===== config.mk =====
export PLATFORM = sky130hd
export DESIGN_NAME = rgb_cmyk_converter
export DESIGN_NICKNAME = d
export VERILOG_FILES = /design/src/sv/rcc_pkg.sv /design/src/sv/rgb_cmyk_converter.sv
export SDC_FILE = /design/constraint.sdc
export NUM_CORES = 2
export LEC_CHECK = 0
export ABC_AREA = 1
export BUFFER_PORTS_ARGS = -buffer_cell sky130_fd_sc_hd__buf_2
export CAP_MARGIN = 20
export CORE_UTILIZATION = 30
export DETAILED_ROUTE_END_ITERATION = 10
export MAX_ROUTING_LAYER = met4
export PLACE_DENSITY_LB_ADDON = 0.15
export SLEW_MARGIN = 10
export SYNTH_ARGS = -nofsm -noshare
export SYNTH_HDL_FRONTEND = slang
export SYNTH_SLANG_ARGS = --single-unit

===== constraint.sdc =====
create_clock -name clk -period 34.8 [get_ports clk]
set_input_delay 6.96 -clock clk [delete_from_list [all_inputs] [get_ports clk]]
set_output_delay 6.96 -clock clk [all_outputs]
set_load 0.02 [all_outputs]

===== src/sv/rcc_pkg.sv =====
// ----------------------------------------------------------------------------
// rcc_pkg: shared types and constants of the RGB/CMYK converter
// Pixel structs for both channels and the full-scale channel value.
// ----------------------------------------------------------------------------
package rcc_pkg;

	localparam logic [7:0] FULL_SCALE = 8'd255;

	localparam logic DIR_RGB_TO_CMYK = 1'b0;
	localparam logic DIR_CMYK_TO_RGB = 1'b1;

	typedef struct packed {
		logic [7:0] red_in;
		logic [7:0] green_in;
		logic [7:0] blue_in;
		logic [7:0] cyan_in;
		logic [7:0] magenta_in;
		logic [7:0] yellow_in;
		logic [7:0] black_in;
	} pixel_in_t;

	typedef struct packed {
		logic [7:0] red_out;
		logic [7:0] green_out;
		logic [7:0] blue_out;
		logic [7:0] cyan_out;
		logic [7:0] magenta_out;
		logic [7:0] yellow_out;
		logic [7:0] black_out;
	} pixel_out_t;

endpackage


===== src/sv/rgb_cmyk_converter.sv =====
// ----------------------------------------------------------------------------
// rgb_cmyk_converter: pipelined 8-bit RGB <-> CMYK pixel converter
// Seven-stage pipeline around a shared restoring divider, one pixel per clock unless the output stalls.
// ----------------------------------------------------------------------------
// Usage:
// Pixels enter on the input channel (in_valid, in_stall, in_pixel) and results
// leave on the output channel (out_valid, out_stall, out_pixel). A transaction
// completes on a rising edge of clk where valid is high and stall is low.
// The direction register is written through cfg_wr_en / cfg_wr_data while
// the pipeline is empty: 0 converts RGB to CMYK, 1 converts CMYK to RGB.
// A pixel accepted into stage 1 passes stages 2 to 6 and is presented from
// the stage 7 register. Throughput is one pixel per clock while the receiver
// does not stall; every stage holds one pixel and the divider takes two
// quotient bits per stage over four stages, so that chain of compares sets the pipeline depth.
// When the receiver stalls, the output stage holds its result and stages
// behind it keep filling until they meet a full stage; only then is in_stall
// raised. Empty stages are squeezed out, so no transaction is lost or repeated.
// Reset (arst_n low) empties the pipeline and sets the direction to RGB to CMYK.
// ----------------------------------------------------------------------------
module rgb_cmyk_converter (
	input  logic                   clk,
	input  logic                   arst_n,
	input  logic                   cfg_wr_en,
	input  logic                   cfg_wr_data,
	input  logic                   in_valid,
	output logic                   in_stall,
	input  rcc_pkg::pixel_in_t     in_pixel,
	output logic                   out_valid,
	input  logic                   out_stall,
	output rcc_pkg::pixel_out_t    out_pixel
);
	import rcc_pkg::*;

	// Remainder and quotient of one channel inside the divider.
	typedef struct packed {
		logic [15:0] rem;
		logic [7:0]  quo;
	} div_t;

	// Two restoring division steps, for quotient bits hi and hi-1. The
	// numerator is below 256 times the divisor unless the divisor is zero, so
	// eight bits of quotient suffice and the shifted divisor fits in sixteen bits.
	function automatic div_t div_step2(div_t cur, logic [7:0] d, logic [2:0] hi);
		div_t        nxt;
		logic [15:0] sub;
		logic [2:0]  pos;
		nxt = cur;
		for (int j = 0; j < 2; j++) begin
			pos = hi - 3'(j);
			sub = {8'd0, d} << pos;
			if (nxt.rem >= sub) begin
				nxt.rem = nxt.rem - sub;
				nxt.quo[pos] = 1'b1;
			end
		end
		return nxt;
	endfunction

	// Configuration.
	logic dir_q;

	// Valid bits and stage ready chain.
	logic v_s1, v_s2, v_s3, v_s4, v_s5, v_s6, v_s7;
	logic rdy1, rdy2, rdy3, rdy4, rdy5, rdy6, rdy7;

	// Stage 1: color values with black separated out.
	logic             dir_s1;
	logic [2:0][7:0]  x_s1;
	logic [7:0]       k_s1;

	// Stage 2: numerators and divisor.
	logic             dir_s2, zero_s2;
	logic [7:0]       k_s2, d_s2;
	logic [2:0][15:0] n_s2;

	// Stages 3 to 6: divider.
	logic             dir_s3, dir_s4, dir_s5, dir_s6;
	logic             zero_s3, zero_s4, zero_s5, zero_s6;
	logic [7:0]       k_s3, k_s4, k_s5, k_s6;
	logic [7:0]       d_s3, d_s4, d_s5;
	div_t [2:0]       div_s3, div_s4, div_s5, div_s6;

	// Stage 7: output register.
	pixel_out_t       pix_s7;

	// Stage 1 input logic.
	logic [2:0][7:0]  x_in;
	logic [7:0]       k_in, min_cm;

	// Stage 2 input logic.
	logic [2:0][15:0] n_in;
	logic [2:0][7:0]  diff_in;

	// Output formatting.
	pixel_out_t       pix_in;
	logic [2:0][7:0]  sum_in;

	// A stage may load when it is empty or when the stage after it moves.
	assign rdy7 = ~v_s7 | ~out_stall;
	assign rdy6 = ~v_s6 | rdy7;
	assign rdy5 = ~v_s5 | rdy6;
	assign rdy4 = ~v_s4 | rdy5;
	assign rdy3 = ~v_s3 | rdy4;
	assign rdy2 = ~v_s2 | rdy3;
	assign rdy1 = ~v_s1 | rdy2;
	assign in_stall  = ~rdy1;
	assign out_valid = v_s7;
	assign out_pixel = pix_s7;

	always_ff @(posedge clk or negedge arst_n) begin
		if (!arst_n) begin
			dir_q <= DIR_RGB_TO_CMYK;
			v_s1  <= 1'b0;
			v_s2  <= 1'b0;
			v_s3  <= 1'b0;
			v_s4  <= 1'b0;
			v_s5  <= 1'b0;
			v_s6  <= 1'b0;
			v_s7  <= 1'b0;
		end else begin
			if (cfg_wr_en) begin
				dir_q <= cfg_wr_data;
			end
			if (rdy1) v_s1 <= in_valid;
			if (rdy2) v_s2 <= v_s1;
			if (rdy3) v_s3 <= v_s2;
			if (rdy4) v_s4 <= v_s3;
			if (rdy5) v_s5 <= v_s4;
			if (rdy6) v_s6 <= v_s5;
			if (rdy7) v_s7 <= v_s6;
		end
	end

	// In RGB to CMYK mode the colors are inverted and black is their minimum.
	always_comb begin
		if (dir_q == DIR_RGB_TO_CMYK) begin
			x_in[0] = FULL_SCALE - in_pixel.red_in;
			x_in[1] = FULL_SCALE - in_pixel.green_in;
			x_in[2] = FULL_SCALE - in_pixel.blue_in;
			min_cm  = (x_in[0] < x_in[1]) ? x_in[0] : x_in[1];
			k_in    = (min_cm < x_in[2]) ? min_cm : x_in[2];
		end else begin
			x_in[0] = in_pixel.cyan_in;
			x_in[1] = in_pixel.magenta_in;
			x_in[2] = in_pixel.yellow_in;
			min_cm  = in_pixel.black_in;
			k_in    = in_pixel.black_in;
		end
	end

	// Both directions are one division: (x - k) * 255 / (255 - k) going to
	// CMYK, and x * (255 - k) / 255 going to RGB.
	always_comb begin
		for (int i = 0; i < 3; i++) begin
			diff_in[i] = x_s1[i] - k_s1;
			if (dir_s1 == DIR_RGB_TO_CMYK) begin
				n_in[i] = {diff_in[i], 8'd0} - {8'd0, diff_in[i]};
			end else begin
				n_in[i] = {8'd0, x_s1[i]} * {8'd0, FULL_SCALE - k_s1};
			end
		end
	end

	// Full black forces the colors to zero going to CMYK and the RGB values
	// to zero going the other way.
	always_comb begin
		pix_in = '0;
		for (int i = 0; i < 3; i++) begin
			sum_in[i] = div_s6[i].quo + k_s6;
		end
		if (dir_s6 == DIR_RGB_TO_CMYK) begin
			pix_in.black_out = k_s6;
			if (!zero_s6) begin
				pix_in.cyan_out    = div_s6[0].quo;
				pix_in.magenta_out = div_s6[1].quo;
				pix_in.yellow_out  = div_s6[2].quo;
			end
		end else if (!zero_s6) begin
			pix_in.red_out   = FULL_SCALE - sum_in[0];
			pix_in.green_out = FULL_SCALE - sum_in[1];
			pix_in.blue_out  = FULL_SCALE - sum_in[2];
		end
	end

	always_ff @(posedge clk) begin
		if (rdy1) begin
			dir_s1 <= dir_q;
			x_s1   <= x_in;
			k_s1   <= k_in;
		end
		if (rdy2) begin
			dir_s2  <= dir_s1;
			k_s2    <= k_s1;
			zero_s2 <= (k_s1 == FULL_SCALE);
			d_s2    <= (dir_s1 == DIR_RGB_TO_CMYK) ? (FULL_SCALE - k_s1) : FULL_SCALE;
			n_s2    <= n_in;
		end
		if (rdy3) begin
			dir_s3  <= dir_s2;
			zero_s3 <= zero_s2;
			k_s3    <= k_s2;
			d_s3    <= d_s2;
			for (int i = 0; i < 3; i++) begin
				div_s3[i] <= div_step2('{rem: n_s2[i], quo: 8'd0}, d_s2, 3'd7);
			end
		end
		if (rdy4) begin
			dir_s4  <= dir_s3;
			zero_s4 <= zero_s3;
			k_s4    <= k_s3;
			d_s4    <= d_s3;
			for (int i = 0; i < 3; i++) begin
				div_s4[i] <= div_step2(div_s3[i], d_s3, 3'd5);
			end
		end
		if (rdy5) begin
			dir_s5  <= dir_s4;
			zero_s5 <= zero_s4;
			k_s5    <= k_s4;
			d_s5    <= d_s4;
			for (int i = 0; i < 3; i++) begin
				div_s5[i] <= div_step2(div_s4[i], d_s4, 3'd3);
			end
		end
		if (rdy6) begin
			dir_s6  <= dir_s5;
			zero_s6 <= zero_s5;
			k_s6    <= k_s5;
			for (int i = 0; i < 3; i++) begin
				div_s6[i] <= div_step2(div_s5[i], d_s5, 3'd1);
			end
		end
		if (rdy7) begin
			pix_s7 <= pix_in;
		end
	end

endmodule


==> results.sh <==
export IMPL_ys_seq_area_share_pct=36.5
export IMPL_synth_seq_cells=431
export IMPL_antenna_found_initial=0
export IMPL_min_period_ns=17.16
export IMPL_tns_ns=0
export IMPL_syn_area_per_cell_um2=8.49
export IMPL_cts_buffers=51
export IMPL_cts_setup_buffers=0
export IMPL_vias=26600
export IMPL_critPathRequiredTime_ns=27.84
export IMPL_drt_first_pass_iters=6
export IMPL_dp_hpwl_um=71100
export IMPL_htreeDepth=2
export IMPL_finalSetupViolCount=0
export IMPL_clk_pin_slew_ns=0.06
export IMPL_synthAdderAreaFrac_pct=20.6
export IMPL_finalWirelength_um=88200
export IMPL_critPathLaunchType="input port"
export IMPL_synth_area_um2=35300
export IMPL_worst_slew_pin_slew_ns=1.01
export IMPL_cts_hold_buf=0
export IMPL_ctsResizeCount=0
export IMPL_clockBufferDepth=3
export IMPL_yosysTopAreaCell="edfxtp_1"
export IMPL_syn_to_final_growth_pct=11.5
export IMPL_grt_overflow_total=0
export IMPL_place_area_um2=37700
export IMPL_place_gp_congestion=0.869
export IMPL_wire_per_inst_um=15.1
export IMPL_hold_violations=0
export IMPL_outcome="complete, no violations"
export IMPL_syn_instance_count=4158
export IMPL_drt_iter0_drc=1072
export IMPL_grtUsageTotal_pct=15.2
export IMPL_fmax_mhz=58.3
export IMPL_drc=0
export IMPL_maxCapViolCount=0
export IMPL_async_flop_share_pct=1.86
export IMPL_viasPerCell=4.54
export IMPL_grt_pass1_wl_um=143000
export IMPL_row_count=125
export IMPL_start_util_pct=30.3
export IMPL_syn_num_nets=4720
export IMPL_relSlewSlack_pct=32.4
export IMPL_nets=4847
export IMPL_fp_dieH_um=345
export IMPL_synth_top_family_by_area="adder cells"
export IMPL_synth_top_area_share_pct=36.0
export IMPL_ant_nets=0
export IMPL_cts_tree="done"
export IMPL_coreArea_um2=116000
export IMPL_final_max_slew_viol_count=0
export IMPL_ys_flop_type="edfxtp_1"
export IMPL_fin_area_um2=39400
export IMPL_rrSetupSlack_ns=28.57
export IMPL_skew_ns=0.0322
export IMPL_post_synth_xor_area_fraction_pct=4.59
export IMPL_die_width_um=345
export IMPL_ys_types=63
export IMPL_insertion_delay_ns=0.63
export IMPL_yosysWarningCount=0
export IMPL_end_kind="primary output"
export IMPL_io_buffers=119
export IMPL_cts_root_buffer="clkbuf_16"
export IMPL_clock_sinks=431
export IMPL_n_antenna_cell=0
export IMPL_critPathKind="in -> out"
export IMPL_synth_area_top_cells="edfxtp_1 36%, ha_1 13%, nand2_1 9.7%, fa_1 7.7%, inv_1 6.6%"
export IMPL_io_pins=120
export IMPL_synth_edff_count=423
export IMPL_synthMuxAreaShare_pct=0.0638
export IMPL_yosys_area_share_simple_pct=20.5
export IMPL_fin_crit_sh_pct=49.3
export IMPL_synth_compound_area_share_pct=10.0
export IMPL_whs_ns=0.402
export IMPL_crit_arrival_ns=10.20
export IMPL_die_area_um2=119000
export IMPL_grt_max_degree=70
export IMPL_rsz0062_at_grt="false"
export IMPL_cp_max_fo=68
export IMPL_drive_above_1_share_pct=7.49
export IMPL_grt_pass1_vias=26600
export IMPL_hold_path_class="reg -> reg"
[cells by family (layout without fill, tap and decap cells)]
family          count (synthesis)  in the layout
fa+ha+maj                     500            500
simple gates                 1697           1697
buf+inv                       701            871
flops                         431            431
compound gates                642            642
mux                             2              2
xor+xnor                      185            185
[worst paths after layout]
kind,start,end,cells after the start
worst max register to register,k_s1[5],n_s2[30],18
worst min register to register,dir_s5,dir_s6,0
worst max-delay path,out_stall,in_stall,17
max in group asynchronous,arst_n,v_s5,1
min in group asynchronous,arst_n,out_valid,1
worst min-delay path,dir_s5,dir_s6,0
[cells in the mapped netlist (36+ instances only)]
library cell	count
a21oi_1	257
inv_1	621
xor2_1	94
fa_1	135
o21ai_0	262
edfxtp_1	423
nand2_1	910
nand4_1	66
nor3_1	36
nor2_1	401
xnor2_1	91
nand3_1	178
ha_1	365
clkbuf_1	42
[critical path: stages]
cell	delay (ns)
buf_2	0.10
nand2_2	0.04
buf_4	0.56
nor2_1	0.09
inv_1	0.08
buf_4	0.39
nor2_1	0.10
clkinv_2	0.25
nor2_1	0.09
clkinv_2	0.18
nor2_1	0.08
inv_2	0.10
nor2_1	0.06
inv_2	0.04
buf_4	0.62
nor2_1	0.20
buf_2	0.22
[state kept, by name, indices dropped and copies added (netlist names), 24 cells and up]
register   cells
div_s3        54
div_s4        60
div_s5        66
div_s6        24
n_s2          48
out_pixel     56
x_s1          24
[layer usage]
layer  vias to the layer above  track usage [%]  share of wire (%)
li1                      14100                -                  -
met1                     12100             19.6                 48
met4                         0             4.00                2.3
met2                       333             25.6                 48
met5                         -                -                  0
met3                       105             1.39                2.5
[cell usage in the layout (no fill, tap or decap), drive strengths merged, types with 16 or more instances in the layout]
cell      n
nor2    411
nand4    66
a21o     18
fa      135
nand2   923
xnor2    91
or2      31
nand3b   16
clkinv   34
ha      365
xor2     94
o21ai   290
edfxtp  423
nor3     38
clkbuf   56
buf     140
nand3   189
inv     631
a21oi   261
[final cells by class]
cell class                      instances  area, um^2
Fill cell                           12300       77000
Tap cell                             1524        1910
Multi-Input combinational cell       3026       19700
Clock inverter                         40         413
Clock buffer                           56        1290
Timing Repair Buffer                  140         753
Sequential cell                       431       12900
Inverter                              635        2390
[through the flow]
stage	setup WS (ns)	util (%)	cells
2_1_floorplan	11.93	-	4158
3_3_place_gp	17.41	32.4	5755
3_5_place_dp	17.44	32.4	5755
4_1_cts	17.44	33.8	5851
5_1_grt	17.11	33.8	5852
6_report	17.64	33.8	5852
Power is left out: the tool's default activity adds up to more than one toggle a clock period on the data nets, which glitch-free logic cannot reach.
